--- src/hdl/mwcr_pkg.sv ---
// Shared types, widths, register indexes and reset values of the mecanum wheel command ramp.
package mwcr_pkg;

	// Field widths.
	localparam int VEL_W      = 16;
	localparam int GEOM_W     = 16;
	localparam int RADIUS_W   = 16;
	localparam int LIMIT_W    = 16;
	localparam int STEP_W     = 15;
	localparam int CNT_W      = 16;
	localparam int OUT_W      = 16;
	localparam int CFG_IDX_W  = 3;
	localparam int CFG_DATA_W = 16;

	// Datapath widths of the shared multiplier.
	localparam int TERM_W  = 21;
	localparam int SUM_W   = 23;
	localparam int MUL_B_W = 17;
	localparam int PROD_W  = SUM_W + MUL_B_W;
	localparam int VAL_W   = PROD_W - 8;

	// Fraction shifts.
	localparam int GEOM_FRAC   = 12;
	localparam int RADIUS_FRAC = 8;

	localparam int SPEED_WIDTH_DEF = 16;

	// Operation codes.
	localparam logic OP_COMMAND = 1'b0;
	localparam logic OP_TICK    = 1'b1;

	// Configuration register indexes.
	localparam logic [CFG_IDX_W-1:0] REG_GEOMETRY_SUM   = 3'd0;
	localparam logic [CFG_IDX_W-1:0] REG_INVERSE_RADIUS = 3'd1;
	localparam logic [CFG_IDX_W-1:0] REG_SPEED_FLOOR    = 3'd2;
	localparam logic [CFG_IDX_W-1:0] REG_SPEED_CEILING  = 3'd3;
	localparam logic [CFG_IDX_W-1:0] REG_RAMP_STEP      = 3'd4;
	localparam logic [CFG_IDX_W-1:0] REG_TIMEOUT_TICKS  = 3'd5;
	localparam logic [CFG_IDX_W-1:0] REG_RAMP_TICKS     = 3'd6;

	// Reset values of the configuration registers.
	localparam logic [GEOM_W-1:0]          RST_GEOMETRY_SUM   = 16'd1229;
	localparam logic [RADIUS_W-1:0]        RST_INVERSE_RADIUS = 16'd5120;
	localparam logic signed [LIMIT_W-1:0]  RST_SPEED_FLOOR    = -16'sd2560;
	localparam logic signed [LIMIT_W-1:0]  RST_SPEED_CEILING  = 16'sd2560;
	localparam logic [STEP_W-1:0]          RST_RAMP_STEP      = 15'd128;
	localparam logic [CNT_W-1:0]           RST_TIMEOUT_TICKS  = 16'd200;
	localparam logic [CNT_W-1:0]           RST_RAMP_TICKS     = 16'd50;

	// Limits handed to the wheel update unit.
	typedef struct packed {
		logic signed [LIMIT_W-1:0] speed_floor;
		logic signed [LIMIT_W-1:0] speed_ceiling;
		logic [STEP_W-1:0]         ramp_step;
	} wheel_cfg_t;

endpackage

--- src/hdl/mwcr_mul.sv ---
// Shared signed multiplier with a registered product.
module mwcr_mul (
	input  logic                                 clk,
	input  logic                                 en,
	input  logic signed [mwcr_pkg::SUM_W-1:0]    a,
	input  logic signed [mwcr_pkg::MUL_B_W-1:0]  b,
	output logic signed [mwcr_pkg::PROD_W-1:0]   prod_q
);

	always_ff @(posedge clk) begin
		if (en) begin
			prod_q <= a * b;
		end
	end

endmodule

--- src/hdl/mwcr_wheel.sv ---
// Wheel update unit: scales and clamps a product, or steps one wheel toward zero.
module mwcr_wheel #(
	parameter int SPEED_WIDTH = mwcr_pkg::SPEED_WIDTH_DEF
) (
	input  logic                                 ramp_mode,
	input  logic signed [mwcr_pkg::PROD_W-1:0]   prod,
	input  mwcr_pkg::wheel_cfg_t                 cfg,
	input  logic signed [SPEED_WIDTH-1:0]        wheel_in,
	output logic signed [SPEED_WIDTH-1:0]        wheel_out
);

	localparam int RW = ((SPEED_WIDTH > mwcr_pkg::LIMIT_W) ? SPEED_WIDTH : mwcr_pkg::LIMIT_W) + 1;
	localparam logic signed [32:0] SMAX = 33'((64'sd1 <<< (SPEED_WIDTH - 1)) - 64'sd1);
	localparam logic signed [32:0] SMIN = -SMAX - 33'sd1;

	logic signed [mwcr_pkg::PROD_W-1:0]  shifted;
	logic signed [mwcr_pkg::VAL_W-1:0]   val;
	logic signed [mwcr_pkg::VAL_W-1:0]   lo_ext;
	logic signed [mwcr_pkg::VAL_W-1:0]   hi_ext;
	logic signed [mwcr_pkg::VAL_W-1:0]   clamped;
	logic signed [32:0]                  c33;
	logic signed [32:0]                  sat;
	logic signed [SPEED_WIDTH-1:0]       scaled;
	logic signed [RW-1:0]                vr;
	logic signed [RW-1:0]                stp;
	logic signed [RW-1:0]                ramped;

	// Command path: floor shift, then floor, ceiling and width saturation in that order.
	always_comb begin
		shifted = prod >>> mwcr_pkg::RADIUS_FRAC;
		val     = shifted[mwcr_pkg::VAL_W-1:0];
		lo_ext  = mwcr_pkg::VAL_W'(cfg.speed_floor);
		hi_ext  = mwcr_pkg::VAL_W'(cfg.speed_ceiling);
		clamped = val;
		if (clamped < lo_ext) begin
			clamped = lo_ext;
		end
		if (clamped > hi_ext) begin
			clamped = hi_ext;
		end
		// After the floor and ceiling the value fits the 16-bit limit range.
		c33 = 33'(signed'(clamped[mwcr_pkg::LIMIT_W-1:0]));
		if (c33 > SMAX) begin
			sat = SMAX;
		end else if (c33 < SMIN) begin
			sat = SMIN;
		end else begin
			sat = c33;
		end
		scaled = sat[SPEED_WIDTH-1:0];
	end

	// Ramp path: move toward zero by the step, or land on zero within it.
	always_comb begin
		vr  = RW'(wheel_in);
		stp = RW'(signed'({1'b0, cfg.ramp_step}));
		if (vr > stp) begin
			ramped = vr - stp;
		end else if (vr < -stp) begin
			ramped = vr + stp;
		end else begin
			ramped = '0;
		end
	end

	assign wheel_out = ramp_mode ? ramped[SPEED_WIDTH-1:0] : scaled;

endmodule

--- src/hdl/mecanum_wheel_command_ramp_top.sv ---
// Top level of the mecanum wheel command ramp: sequencer, state and channel registers.
//
// Input channel (in_valid / in_stall): operation selects a velocity command or a time tick.
// A command computes four wheel speeds with one shared multiplier, five products in
// alternating multiply and write-back cycles, and re-arms the watchdog. A tick counts
// the watchdog down; at expiry the wheels step toward zero one at a time through the
// shared wheel unit, and the watchdog re-arms with the ramp period while any wheel moves.
// One request is worked on at a time and in_stall is high meanwhile.
// A command runs five multiply and write-back pairs and then loads the output register;
// a tick that ramps runs four wheel-unit steps and the load, any other tick only the load.
// Output channel (out_valid / out_stall): one result per request, the wheel speeds held
// after that request and the watchdog state. The result sits in an output register, so
// the next request is accepted while it waits; if the receiver stalls, a finished request
// holds in place until the register frees up.
// Configuration (cfg_valid / cfg_ready) is always ready and is to be written by the user
// only while idle; the block itself does not enforce this. Reset clears the wheels,
// disarms the watchdog and loads the default configuration.
module mecanum_wheel_command_ramp_top #(
	parameter int SPEED_WIDTH = mwcr_pkg::SPEED_WIDTH_DEF
) (
	input  logic                                  clk,
	input  logic                                  arst_n,
	// Input channel.
	input  logic                                  in_valid,
	output logic                                  in_stall,
	input  logic                                  operation,
	input  logic signed [mwcr_pkg::VEL_W-1:0]     vel_x,
	input  logic signed [mwcr_pkg::VEL_W-1:0]     vel_y,
	input  logic signed [mwcr_pkg::VEL_W-1:0]     turn_rate,
	// Output channel.
	output logic                                  out_valid,
	input  logic                                  out_stall,
	output logic signed [mwcr_pkg::OUT_W-1:0]     speed_fl,
	output logic signed [mwcr_pkg::OUT_W-1:0]     speed_fr,
	output logic signed [mwcr_pkg::OUT_W-1:0]     speed_rl,
	output logic signed [mwcr_pkg::OUT_W-1:0]     speed_rr,
	output logic                                  watchdog_armed,
	// Configuration channel.
	input  logic                                  cfg_valid,
	output logic                                  cfg_ready,
	input  logic [mwcr_pkg::CFG_IDX_W-1:0]        cfg_index,
	input  logic [mwcr_pkg::CFG_DATA_W-1:0]       cfg_data
);

	localparam logic [2:0] S_IDLE = 3'd0;
	localparam logic [2:0] S_MUL  = 3'd1;
	localparam logic [2:0] S_WB   = 3'd2;
	localparam logic [2:0] S_RAMP = 3'd3;
	localparam logic [2:0] S_DONE = 3'd4;

	localparam logic [2:0] IDX_FL   = 3'd1;
	localparam logic [2:0] IDX_FR   = 3'd2;
	localparam logic [2:0] IDX_RL   = 3'd3;
	localparam logic [2:0] IDX_RR   = 3'd4;
	localparam logic [2:0] IDX_TURN = 3'd0;
	localparam logic [1:0] LAST_WHEEL = 2'd3;

	// Configuration registers.
	logic [mwcr_pkg::GEOM_W-1:0]          geometry_sum_q;
	logic [mwcr_pkg::RADIUS_W-1:0]        inverse_radius_q;
	logic signed [mwcr_pkg::LIMIT_W-1:0]  speed_floor_q;
	logic signed [mwcr_pkg::LIMIT_W-1:0]  speed_ceiling_q;
	logic [mwcr_pkg::STEP_W-1:0]          ramp_step_q;
	logic [mwcr_pkg::CNT_W-1:0]           timeout_ticks_q;
	logic [mwcr_pkg::CNT_W-1:0]           ramp_ticks_q;

	// Block state.
	logic [2:0]                           state_q;
	logic [2:0]                           idx_q;
	logic signed [SPEED_WIDTH-1:0]        wheel_q [4];
	logic [mwcr_pkg::CNT_W-1:0]           countdown_q;
	logic                                 armed_q;
	logic                                 moving_q;

	// Latched operands.
	logic signed [mwcr_pkg::VEL_W-1:0]    vx_q;
	logic signed [mwcr_pkg::VEL_W-1:0]    vy_q;
	logic signed [mwcr_pkg::VEL_W-1:0]    w_q;
	logic signed [mwcr_pkg::TERM_W-1:0]   t_q;

	// Output register.
	logic                                 out_valid_q;
	logic signed [mwcr_pkg::OUT_W-1:0]    out_wheel_q [4];
	logic                                 out_armed_q;

	logic                                 accept;
	logic                                 out_free;
	logic                                 neg_y;
	logic                                 neg_t;
	logic signed [mwcr_pkg::SUM_W-1:0]    sum;
	logic signed [mwcr_pkg::SUM_W-1:0]    mul_a;
	logic signed [mwcr_pkg::MUL_B_W-1:0]  mul_b;
	logic signed [mwcr_pkg::PROD_W-1:0]   prod;
	logic signed [mwcr_pkg::PROD_W-1:0]   turn_shift;
	logic [1:0]                           wr_sel;
	logic signed [SPEED_WIDTH-1:0]        wheel_new;
	mwcr_pkg::wheel_cfg_t                 wheel_cfg;
	logic signed [mwcr_pkg::OUT_W-1:0]    wheel_out16 [4];

	assign accept    = in_valid && !in_stall;
	assign in_stall  = (state_q != S_IDLE);
	assign out_free  = !out_valid_q || !out_stall;
	assign cfg_ready = 1'b1;

	// Configuration writes; an index beyond the list is dropped.
	always_ff @(posedge clk or negedge arst_n) begin
		if (!arst_n) begin
			geometry_sum_q   <= mwcr_pkg::RST_GEOMETRY_SUM;
			inverse_radius_q <= mwcr_pkg::RST_INVERSE_RADIUS;
			speed_floor_q    <= mwcr_pkg::RST_SPEED_FLOOR;
			speed_ceiling_q  <= mwcr_pkg::RST_SPEED_CEILING;
			ramp_step_q      <= mwcr_pkg::RST_RAMP_STEP;
			timeout_ticks_q  <= mwcr_pkg::RST_TIMEOUT_TICKS;
			ramp_ticks_q     <= mwcr_pkg::RST_RAMP_TICKS;
		end else if (cfg_valid && cfg_ready) begin
			unique case (cfg_index)
				mwcr_pkg::REG_GEOMETRY_SUM:   geometry_sum_q   <= cfg_data;
				mwcr_pkg::REG_INVERSE_RADIUS: inverse_radius_q <= cfg_data;
				mwcr_pkg::REG_SPEED_FLOOR:    speed_floor_q    <= signed'(cfg_data);
				mwcr_pkg::REG_SPEED_CEILING:  speed_ceiling_q  <= signed'(cfg_data);
				mwcr_pkg::REG_RAMP_STEP:      ramp_step_q      <= cfg_data[mwcr_pkg::STEP_W-1:0];
				mwcr_pkg::REG_TIMEOUT_TICKS:  timeout_ticks_q  <= cfg_data;
				mwcr_pkg::REG_RAMP_TICKS:     ramp_ticks_q     <= cfg_data;
				default: begin
				end
			endcase
		end
	end

	// Wheel sums: FL = vx - vy - t, FR = vx + vy + t, RL = vx + vy - t, RR = vx - vy + t.
	always_comb begin
		neg_y = (idx_q == IDX_FL) || (idx_q == IDX_RR);
		neg_t = (idx_q == IDX_FL) || (idx_q == IDX_RL);
		sum   = mwcr_pkg::SUM_W'(vx_q)
			+ (neg_y ? -mwcr_pkg::SUM_W'(vy_q) : mwcr_pkg::SUM_W'(vy_q))
			+ (neg_t ? -mwcr_pkg::SUM_W'(t_q) : mwcr_pkg::SUM_W'(t_q));
		if (idx_q == IDX_TURN) begin
			mul_a = mwcr_pkg::SUM_W'(w_q);
			mul_b = signed'({1'b0, geometry_sum_q});
		end else begin
			mul_a = sum;
			mul_b = signed'({1'b0, inverse_radius_q});
		end
		turn_shift = prod >>> mwcr_pkg::GEOM_FRAC;
	end

	mwcr_mul u_mul (
		.clk    (clk),
		.en     (state_q == S_MUL),
		.a      (mul_a),
		.b      (mul_b),
		.prod_q (prod)
	);

	assign wheel_cfg.speed_floor   = speed_floor_q;
	assign wheel_cfg.speed_ceiling = speed_ceiling_q;
	assign wheel_cfg.ramp_step     = ramp_step_q;

	assign wr_sel = (state_q == S_RAMP) ? idx_q[1:0] : 2'(idx_q - 3'd1);

	mwcr_wheel #(
		.SPEED_WIDTH (SPEED_WIDTH)
	) u_wheel (
		.ramp_mode (state_q == S_RAMP),
		.prod      (prod),
		.cfg       (wheel_cfg),
		.wheel_in  (wheel_q[idx_q[1:0]]),
		.wheel_out (wheel_new)
	);

	// Sequencer and block state.
	always_ff @(posedge clk or negedge arst_n) begin
		if (!arst_n) begin
			state_q     <= S_IDLE;
			idx_q       <= '0;
			countdown_q <= '0;
			armed_q     <= 1'b0;
			moving_q    <= 1'b0;
			for (int i = 0; i < 4; i++) begin
				wheel_q[i] <= '0;
			end
		end else begin
			unique case (state_q)
				S_IDLE: begin
					if (accept) begin
						idx_q    <= '0;
						moving_q <= 1'b0;
						if (operation == mwcr_pkg::OP_COMMAND) begin
							state_q <= S_MUL;
						end else if (armed_q && countdown_q <= 16'd1) begin
							state_q <= S_RAMP;
						end else begin
							if (armed_q) begin
								countdown_q <= countdown_q - 16'd1;
							end
							state_q <= S_DONE;
						end
					end
				end
				S_MUL: begin
					state_q <= S_WB;
				end
				S_WB: begin
					if (idx_q != IDX_TURN) begin
						wheel_q[wr_sel] <= wheel_new;
					end
					if (idx_q == IDX_RR) begin
						countdown_q <= timeout_ticks_q;
						armed_q     <= 1'b1;
						state_q     <= S_DONE;
					end else begin
						idx_q   <= idx_q + 3'd1;
						state_q <= S_MUL;
					end
				end
				S_RAMP: begin
					wheel_q[wr_sel] <= wheel_new;
					if (idx_q[1:0] == LAST_WHEEL) begin
						// Re-arm with the ramp period only while some wheel still turns.
						if (moving_q || wheel_new != '0) begin
							armed_q     <= 1'b1;
							countdown_q <= ramp_ticks_q;
						end else begin
							armed_q     <= 1'b0;
							countdown_q <= '0;
						end
						state_q <= S_DONE;
					end else begin
						moving_q <= moving_q || (wheel_new != '0);
						idx_q    <= idx_q + 3'd1;
					end
				end
				S_DONE: begin
					if (out_free) begin
						state_q <= S_IDLE;
					end
				end
				default: begin
					state_q <= S_IDLE;
				end
			endcase
		end
	end

	// Operands are latched on accept; the turn term is stored once its product is ready.
	always_ff @(posedge clk) begin
		if (accept) begin
			vx_q <= vel_x;
			vy_q <= vel_y;
			w_q  <= turn_rate;
		end
		if (state_q == S_WB && idx_q == IDX_TURN) begin
			t_q <= turn_shift[mwcr_pkg::TERM_W-1:0];
		end
	end

	// Wheel speeds brought to the 16-bit output width by sign extension or truncation.
	always_comb begin
		for (int i = 0; i < 4; i++) begin
			for (int b = 0; b < mwcr_pkg::OUT_W; b++) begin
				wheel_out16[i][b] = wheel_q[i][(b < SPEED_WIDTH) ? b : SPEED_WIDTH - 1];
			end
		end
	end

	always_ff @(posedge clk or negedge arst_n) begin
		if (!arst_n) begin
			out_valid_q <= 1'b0;
		end else if (state_q == S_DONE && out_free) begin
			out_valid_q <= 1'b1;
		end else if (!out_stall) begin
			out_valid_q <= 1'b0;
		end
	end

	always_ff @(posedge clk) begin
		if (state_q == S_DONE && out_free) begin
			for (int i = 0; i < 4; i++) begin
				out_wheel_q[i] <= wheel_out16[i];
			end
			out_armed_q <= armed_q;
		end
	end

	assign out_valid      = out_valid_q;
	assign speed_fl       = out_wheel_q[0];
	assign speed_fr       = out_wheel_q[1];
	assign speed_rl       = out_wheel_q[2];
	assign speed_rr       = out_wheel_q[3];
	assign watchdog_armed = out_armed_q;

`ifndef ASSERT_OFF
	a_disarmed_count_zero: assert property (@(posedge clk) disable iff (!arst_n)
		!armed_q |-> countdown_q == '0)
		else $error("watchdog disarmed with a nonzero countdown");

	a_done_holds_on_stall: assert property (@(posedge clk) disable iff (!arst_n)
		(state_q == S_DONE && out_valid_q && out_stall) |=> state_q == S_DONE)
		else $error("finished request left while the output register was stalled");

	a_wb_index_range: assert property (@(posedge clk) disable iff (!arst_n)
		(state_q == S_WB || state_q == S_MUL) |-> idx_q <= IDX_RR)
		else $error("command sequencer index out of range");

	a_result_from_done: assert property (@(posedge clk) disable iff (!arst_n)
		$rose(out_valid_q) |-> $past(state_q) == S_DONE)
		else $error("result shown without a finished request");
`endif

endmodule
--- config.mk ---
export PLATFORM = sky130hd
export DESIGN_NAME = mecanum_wheel_command_ramp_top
export DESIGN_NICKNAME = d
export VERILOG_FILES = /design/src/hdl/mwcr_pkg.sv /design/src/hdl/mwcr_mul.sv /design/src/hdl/mwcr_wheel.sv /design/src/hdl/mecanum_wheel_command_ramp_top.sv
export SDC_FILE = /design/constraint.sdc
export NUM_CORES = 2
export LEC_CHECK = 0
export BUFFER_PORTS_ARGS = -buffer_cell sky130_fd_sc_hd__buf_4
export CAP_MARGIN = 20
export CORE_UTILIZATION = 60
export CTS_CLUSTER_SIZE = 12
export DETAILED_ROUTE_END_ITERATION = 10
export PLACE_DENSITY = 0.79
export SLEW_MARGIN = 10
export SYNTH_ARGS = -nofsm -noshare
export SYNTH_HDL_FRONTEND = slang
export SYNTH_SLANG_ARGS = --single-unit
export TNS_END_PERCENT = 20
--- constraint.sdc ---
create_clock -name clk -period 16.4 [get_ports clk]
set_input_delay 3.28 -clock clk [delete_from_list [all_inputs] [get_ports clk]]
set_output_delay 3.28 -clock clk [all_outputs]
set_load 0.05 [all_outputs]
Word level (Yosys, flattened, before mapping) --
Memories as Yosys holds them, arrays and structs flattened. Index checks and enable logic that the tools add are counted.
Operators by class: $add $sub $neg 10, multiply operators 1, divide/modulo/power cells 0, order comparisons 10, equal/unequal tests 25, shifts and indexed selects 0, multiplexer cells 50, bitwise operators 2, reductions and logical operators 34
Operators by type and width (count):
- $mux 16 | 17
- $pmux 64 s2 | 1
- $mux 23 | 3
- $bwmux 64 | 1
- $mux 64 | 1
- $pmux 16 s3 | 1
- $mul 23x17->40 | 1
- $bmux 16 s2 | 1
- $demux 16 s2 | 1
- $gt 32x16->1 | 1
- $lt 32x16->1 | 1
- $mux 32 | 1
- $mux 3 | 9
- $add 16x23->23 | 1
- $add 23x23->23 | 1
- $neg 16->23 | 1
- $neg 21->23 | 1
- $ne 2x2->1 const B | 10
- $lt 16x17->1 | 1
- $neg 15->17 | 1
- $add 16x16->16 | 1
- $gt 16x16->1 | 1
- $gt 16x16->1 const B | 1
- $le 16x1->1 const B | 1
- 29 further kinds | 73
Storage, ports and cells: register bits after elaboration 310, bits in latches 0, memory bits (writable) 64, memory bits (read-only) 0, input port bits 73, output and inout port bits 68, word-level logic and storage cells 156, memories 1
Memory list:
- out_wheel_q | depth 4, bits a word 16, read ports 4, clocked after memory_dff 0, wr ports 4, line mecanum_wheel_command_ramp_top.sv:83 | logic signed [mwcr_pkg::OUT_W-1:0] out_wheel_q [4];

Logic depth before layout (Yosys ltp) --
depth after elaboration 13, mapped depth 49, mapped depth without buffers 46

By module --
A second synthesis with hierarchy kept.
Unflattened totals: cell total of the unflattened synthesis 3540, area, all modules 35776.8 sq um
Modules (own cells, without submodules):
- mecanum_wheel_command_ramp_top | times used 1, cells each 1228, area each 15702.6 sq um
- mwcr_mul | times used 1, cells each 1623, area each 15333.5 sq um
- mwcr_wheel | times used 1, cells each 689, area each 4740.8 sq um

Worst setup path before layout --
OpenSTA, ideal clock, no wires.
kind reg-to-reg, from reg idx_q[0], to reg u_mul.prod_q[35] (netlist name), data pin, library setup time 0.258 ns, arrival 10.300 ns, setup slack 5.842 ns, cell stages (with the launch flop) 45, path buffers 3, path through dfrtp_1 > buf_1 > inv_1 > ha_1 > nand2_1 > o21ai_1 > clkbuf_1 > nand2_1 > o21ai_0 > fa_1 > ha_1 > a21o_1 > a21oi_1 > o21ai_0 > a21oi_1 > nor3_1 > o31ai_1 > o2111ai_1 > (+9 left out) > inv_1 > fa_1 > fa_1 > inv_1 > fa_1 > inv_1 > ha_1 > a21o_1 > a21o_1 > a21oi_1 > nand2_1 > o2111ai_1 > a41oi_1 > o21a_1 > o311a_1 > o21a_1 > nor2_1 > xnor2_1
On the way: word-level cells in the longest chain between the ends 7, elaborated cells between the ends (all ways) 13, those cells by class 2 x add/sub; 1 x mul; 3 x eq/ne; 4 x mux; 3 x reduce/logical
Ends and longest elaborated chain:
- start, declared | line mecanum_wheel_command_ramp_top.sv:69 | logic [2:0] idx_q;
- start signal, assigned | line mecanum_wheel_command_ramp_top.sv:212 | idx_q <= idx_q + 3'd1;
- start signal, assigned | line mecanum_wheel_command_ramp_top.sv:230 | idx_q <= idx_q + 3'd1;
- $eq 3x1->1 or $eq 3x3->1 (tied branches) | line mecanum_wheel_command_ramp_top.sv:132, mecanum_wheel_command_ramp_top.sv:133
- $logic_or 1x1->1 | line mecanum_wheel_command_ramp_top.sv:132 | neg_y = (idx_q == IDX_FL) || (idx_q == IDX_RR);
- $mux 23 | line mecanum_wheel_command_ramp_top.sv:135 | + (neg_y ? -mwcr_pkg::SUM_W'(vy_q) : mwcr_pkg::SUM_W'(vy_q))
- $add 16x23->23 | line mecanum_wheel_command_ramp_top.sv:135
- $add 23x23->23 | line mecanum_wheel_command_ramp_top.sv:136 | + (neg_t ? -mwcr_pkg::SUM_W'(t_q) : mwcr_pkg::SUM_W'(t_q));
- $mux 23 | line mecanum_wheel_command_ramp_top.sv:137 | if (idx_q == IDX_TURN) begin
- $mul 23x17->40 (*) | line mwcr_mul.sv:12 | prod_q <= a * b;
- end signal, assigned | line mwcr_mul.sv:12
- end, declared | line mwcr_mul.sv:7 | output logic signed [mwcr_pkg::PROD_W-1:0] prod_q
Mark *: on every way between the ends. The rest lies on a longest branch, timed or not. A chain may end at the register's enable or synchronous reset.

Final worst setup path --
from reg idx_q[1], to reg u_mul.prod_q[35] (netlist name), data pin
The elaborated chain is that of the path after synthesis.

==> impl_metrics.env <==
export IMPL_outcome="completed"
export IMPL_finalClockSkew_ps=20.9
export IMPL_worst_ep_required_time_ps=16730
export IMPL_grt_pass1_vias=26600
export IMPL_crit_path_max_incr_delay_ps=760
export IMPL_setup_violations=0
export IMPL_place_gp_congestion=0.958
export IMPL_cp_max_fo=22
export IMPL_fin_tns_setup_ps=0
export IMPL_post_route_period_util=0.756
export IMPL_detail_route_vias_per_cell=6.04
export IMPL_yosysMostFrequentCell="inv_1"
export IMPL_ff2ff_setup_slack_ps=4000
export IMPL_postRouteAntennaNets=0
export IMPL_nets=4228
export IMPL_synthArstFlopShare=0.546
export IMPL_synth_area_leaders="fa_1, edfxtp_1, dfrtp_1"
export IMPL_routed_wl_mm=93.3
export IMPL_ys_seq_elements=366
export IMPL_drive_above_1_share=0.128
export IMPL_syn_inst=3439
export IMPL_tritoncts="built"
export IMPL_syn_area_per_cell_sq_um=9.85
export IMPL_syn_nets=4127
export IMPL_ctsResizeCount=0
export IMPL_rsz0062_at_grt="false"
export IMPL_grt_max_degree=71
export IMPL_first_pass_iters=6
export IMPL_worstSetupPathType="flip-flop to flip-flop"
export IMPL_io_pins=141
export IMPL_fill_cells=4264
export IMPL_drc=0
export IMPL_place_hpwl_mm=72.3
export IMPL_clkLatencyLatePin_ps=590
export IMPL_wl_per_cell_um=21.6
export IMPL_period_needed_ps=12400
export IMPL_drv_cap=0
export IMPL_synthFlopType="dfrtp_1"
export IMPL_initial_core_util=0.612
export IMPL_cts_setup_buffers=0
export IMPL_cpMaxStageDelayCell="dfrtp_1"
export IMPL_holdBufCountCts=0
export IMPL_multi_input_area_sq_um=21400
export IMPL_synth_top_area_cell="fa_1"
export IMPL_yosysWarnings=0
export IMPL_dieArea_sq_um=57400
export IMPL_htreeDepth=2
export IMPL_cts_root_buf="clkbuf_16"
export IMPL_synth_top_cell_area_share=0.224
export IMPL_arrival_ps=12740
export IMPL_portBuffers=139
export IMPL_die_y_um=240
export IMPL_clockBufferDepth=3
export IMPL_vias=26100
export IMPL_worst_slew_pin_slew_ps=1190
export IMPL_slew_headroom=0.198
export IMPL_max_freq_mhz=80.6
export IMPL_grt_pass1_wl_mm=148
export IMPL_clk_pin_slew_ps=60
export IMPL_clock_sinks=366
export IMPL_seq_area_frac_synth=0.296
export IMPL_slew_violations=0
export IMPL_std_cell_rows=86
export IMPL_dieWidth_um=240
export IMPL_grt_usage=0.338
export IMPL_synth_common_cells="inv_1, nand2_1, fa_1"
export IMPL_yosysUniqueCellTypes=80
export IMPL_antenna_found_initial=2
export IMPL_hold_viol_final=0
export IMPL_endpoint_kind="flip-flop"
export IMPL_coreArea_sq_um=55400
export IMPL_cp_start_kind="flip-flop"
export IMPL_hp_class="flip-flop to flip-flop"
export IMPL_numCtsBuffers=42
export IMPL_drt_iter0_markers=2547
export IMPL_path_common_cell="fa_1"
export IMPL_area_delta_synth_final_pct=9.70
export IMPL_overflow=0
export IMPL_synth_edff_count=166
export IMPL_synthesis_area_sq_um=33900
export IMPL_register_area_sq_um=10000
worst paths after layout:
check,depth (start not counted),startpoint,end
max in group asynchronous,2,arst_n,wheel_out16[33]
min in group asynchronous,1,arst_n,ramp_ticks_q[7]
setup reg to reg,40,idx_q[1],u_mul.prod_q[35]
hold reg to reg,0,wheel_out16[62],out_wheel_q[0][14]
hold / removal,0,wheel_out16[62],out_wheel_q[0][14]
setup / recovery,40,idx_q[1],u_mul.prod_q[35]
metal layers:
metal	track usage	share of wire	up-vias
met3	0.0740	0.10	220
met5	0	0.00013	-
li1	-	-	11600
met2	0.524	0.45	1297
met4	0.125	0.039	2
met1	0.467	0.41	12900
cells in the final DEF, fill, tap and decap left out, types with 23 or more instances in the layout:
| cell | count |
|---|---|
| and2_1 | 29 |
| dfstp_2 | 23 |
| buf_4 | 189 |
| nand2_1 | 402 |
| edfxtp_1 | 166 |
| inv_1 | 548 |
| mux2_2 | 131 |
| xnor2_1 | 81 |
| dfrtp_1 | 177 |
| fa_1 | 380 |
| nand3_1 | 39 |
| o21a_1 | 24 |
| a21o_1 | 34 |
| o21ai_0 | 121 |
| o211ai_1 | 23 |
| a31oi_1 | 26 |
| a221oi_1 | 26 |
| clkbuf_16 | 44 |
| nor2b_1 | 26 |
| nor3_1 | 48 |
| nor2_1 | 279 |
| xor2_1 | 29 |
| ha_1 | 235 |
| a21oi_1 | 136 |
cell families after synthesis:
logic type,after synthesis,share of synthesized area
flops,366,0.296
xor+xnor,110,0.0284
compound gates,552,0.106
buf+inv,682,0.0761
other cells,1,0.000111
fa+ha+maj,621,0.313
mux,157,0.0571
simple gates,950,0.123
final cells by class:
cell class              instances  area share
clock inverters                17     0.00468
diodes                          1   0.0000673
repair buffers                190      0.0385
flip-flops and latches        366       0.269
clock buffers                  60      0.0320
well taps                     748      0.0252
inverters                     549      0.0554
multi-input cells            2391       0.575
state kept, by name, indices dropped and copies added, names as in the netlist, 15 cells and up:
name              count
timeout_ticks_q      16
u_mul.prod_q         32
ramp_step_q          15
geometry_sum_q       16
inverse_radius_q     16
countdown_q          16
out_wheel_q          64
speed_floor_q        16
ramp_ticks_q         16
t_q                  21
w_q                  16
vy_q                 16
vx_q                 16
speed_ceiling_q      16
wheel_out16          64
stage by stage:
stage | area [sq um] | hold WS [ps] | util | worst slack [ps] | cells
after floorplan | 33900 | 436 | - | 5840 | 3439
after global placement | 35800 | 451 | 0.646 | 4540 | 4243
after detailed placement | 35800 | 454 | 0.646 | 4300 | 4244
after CTS | 37200 | 467 | 0.671 | 4200 | 4321
after global routing | 37200 | 478 | 0.671 | 3260 | 4321
final | 37200 | 469 | 0.671 | 4000 | 4322
critical path, delay by kind of cell (launching register included):
family          cells  cell delay (ps)
compound gates     15             4930
fa+ha+maj          10             4510
flops               1              760
buf+inv             6              760
simple gates        6              710
xor+xnor            2              350
mux                 1              120
Power is not shown: default switching activity piles up to over one toggle a cycle in this logic, so the estimate is an artifact.
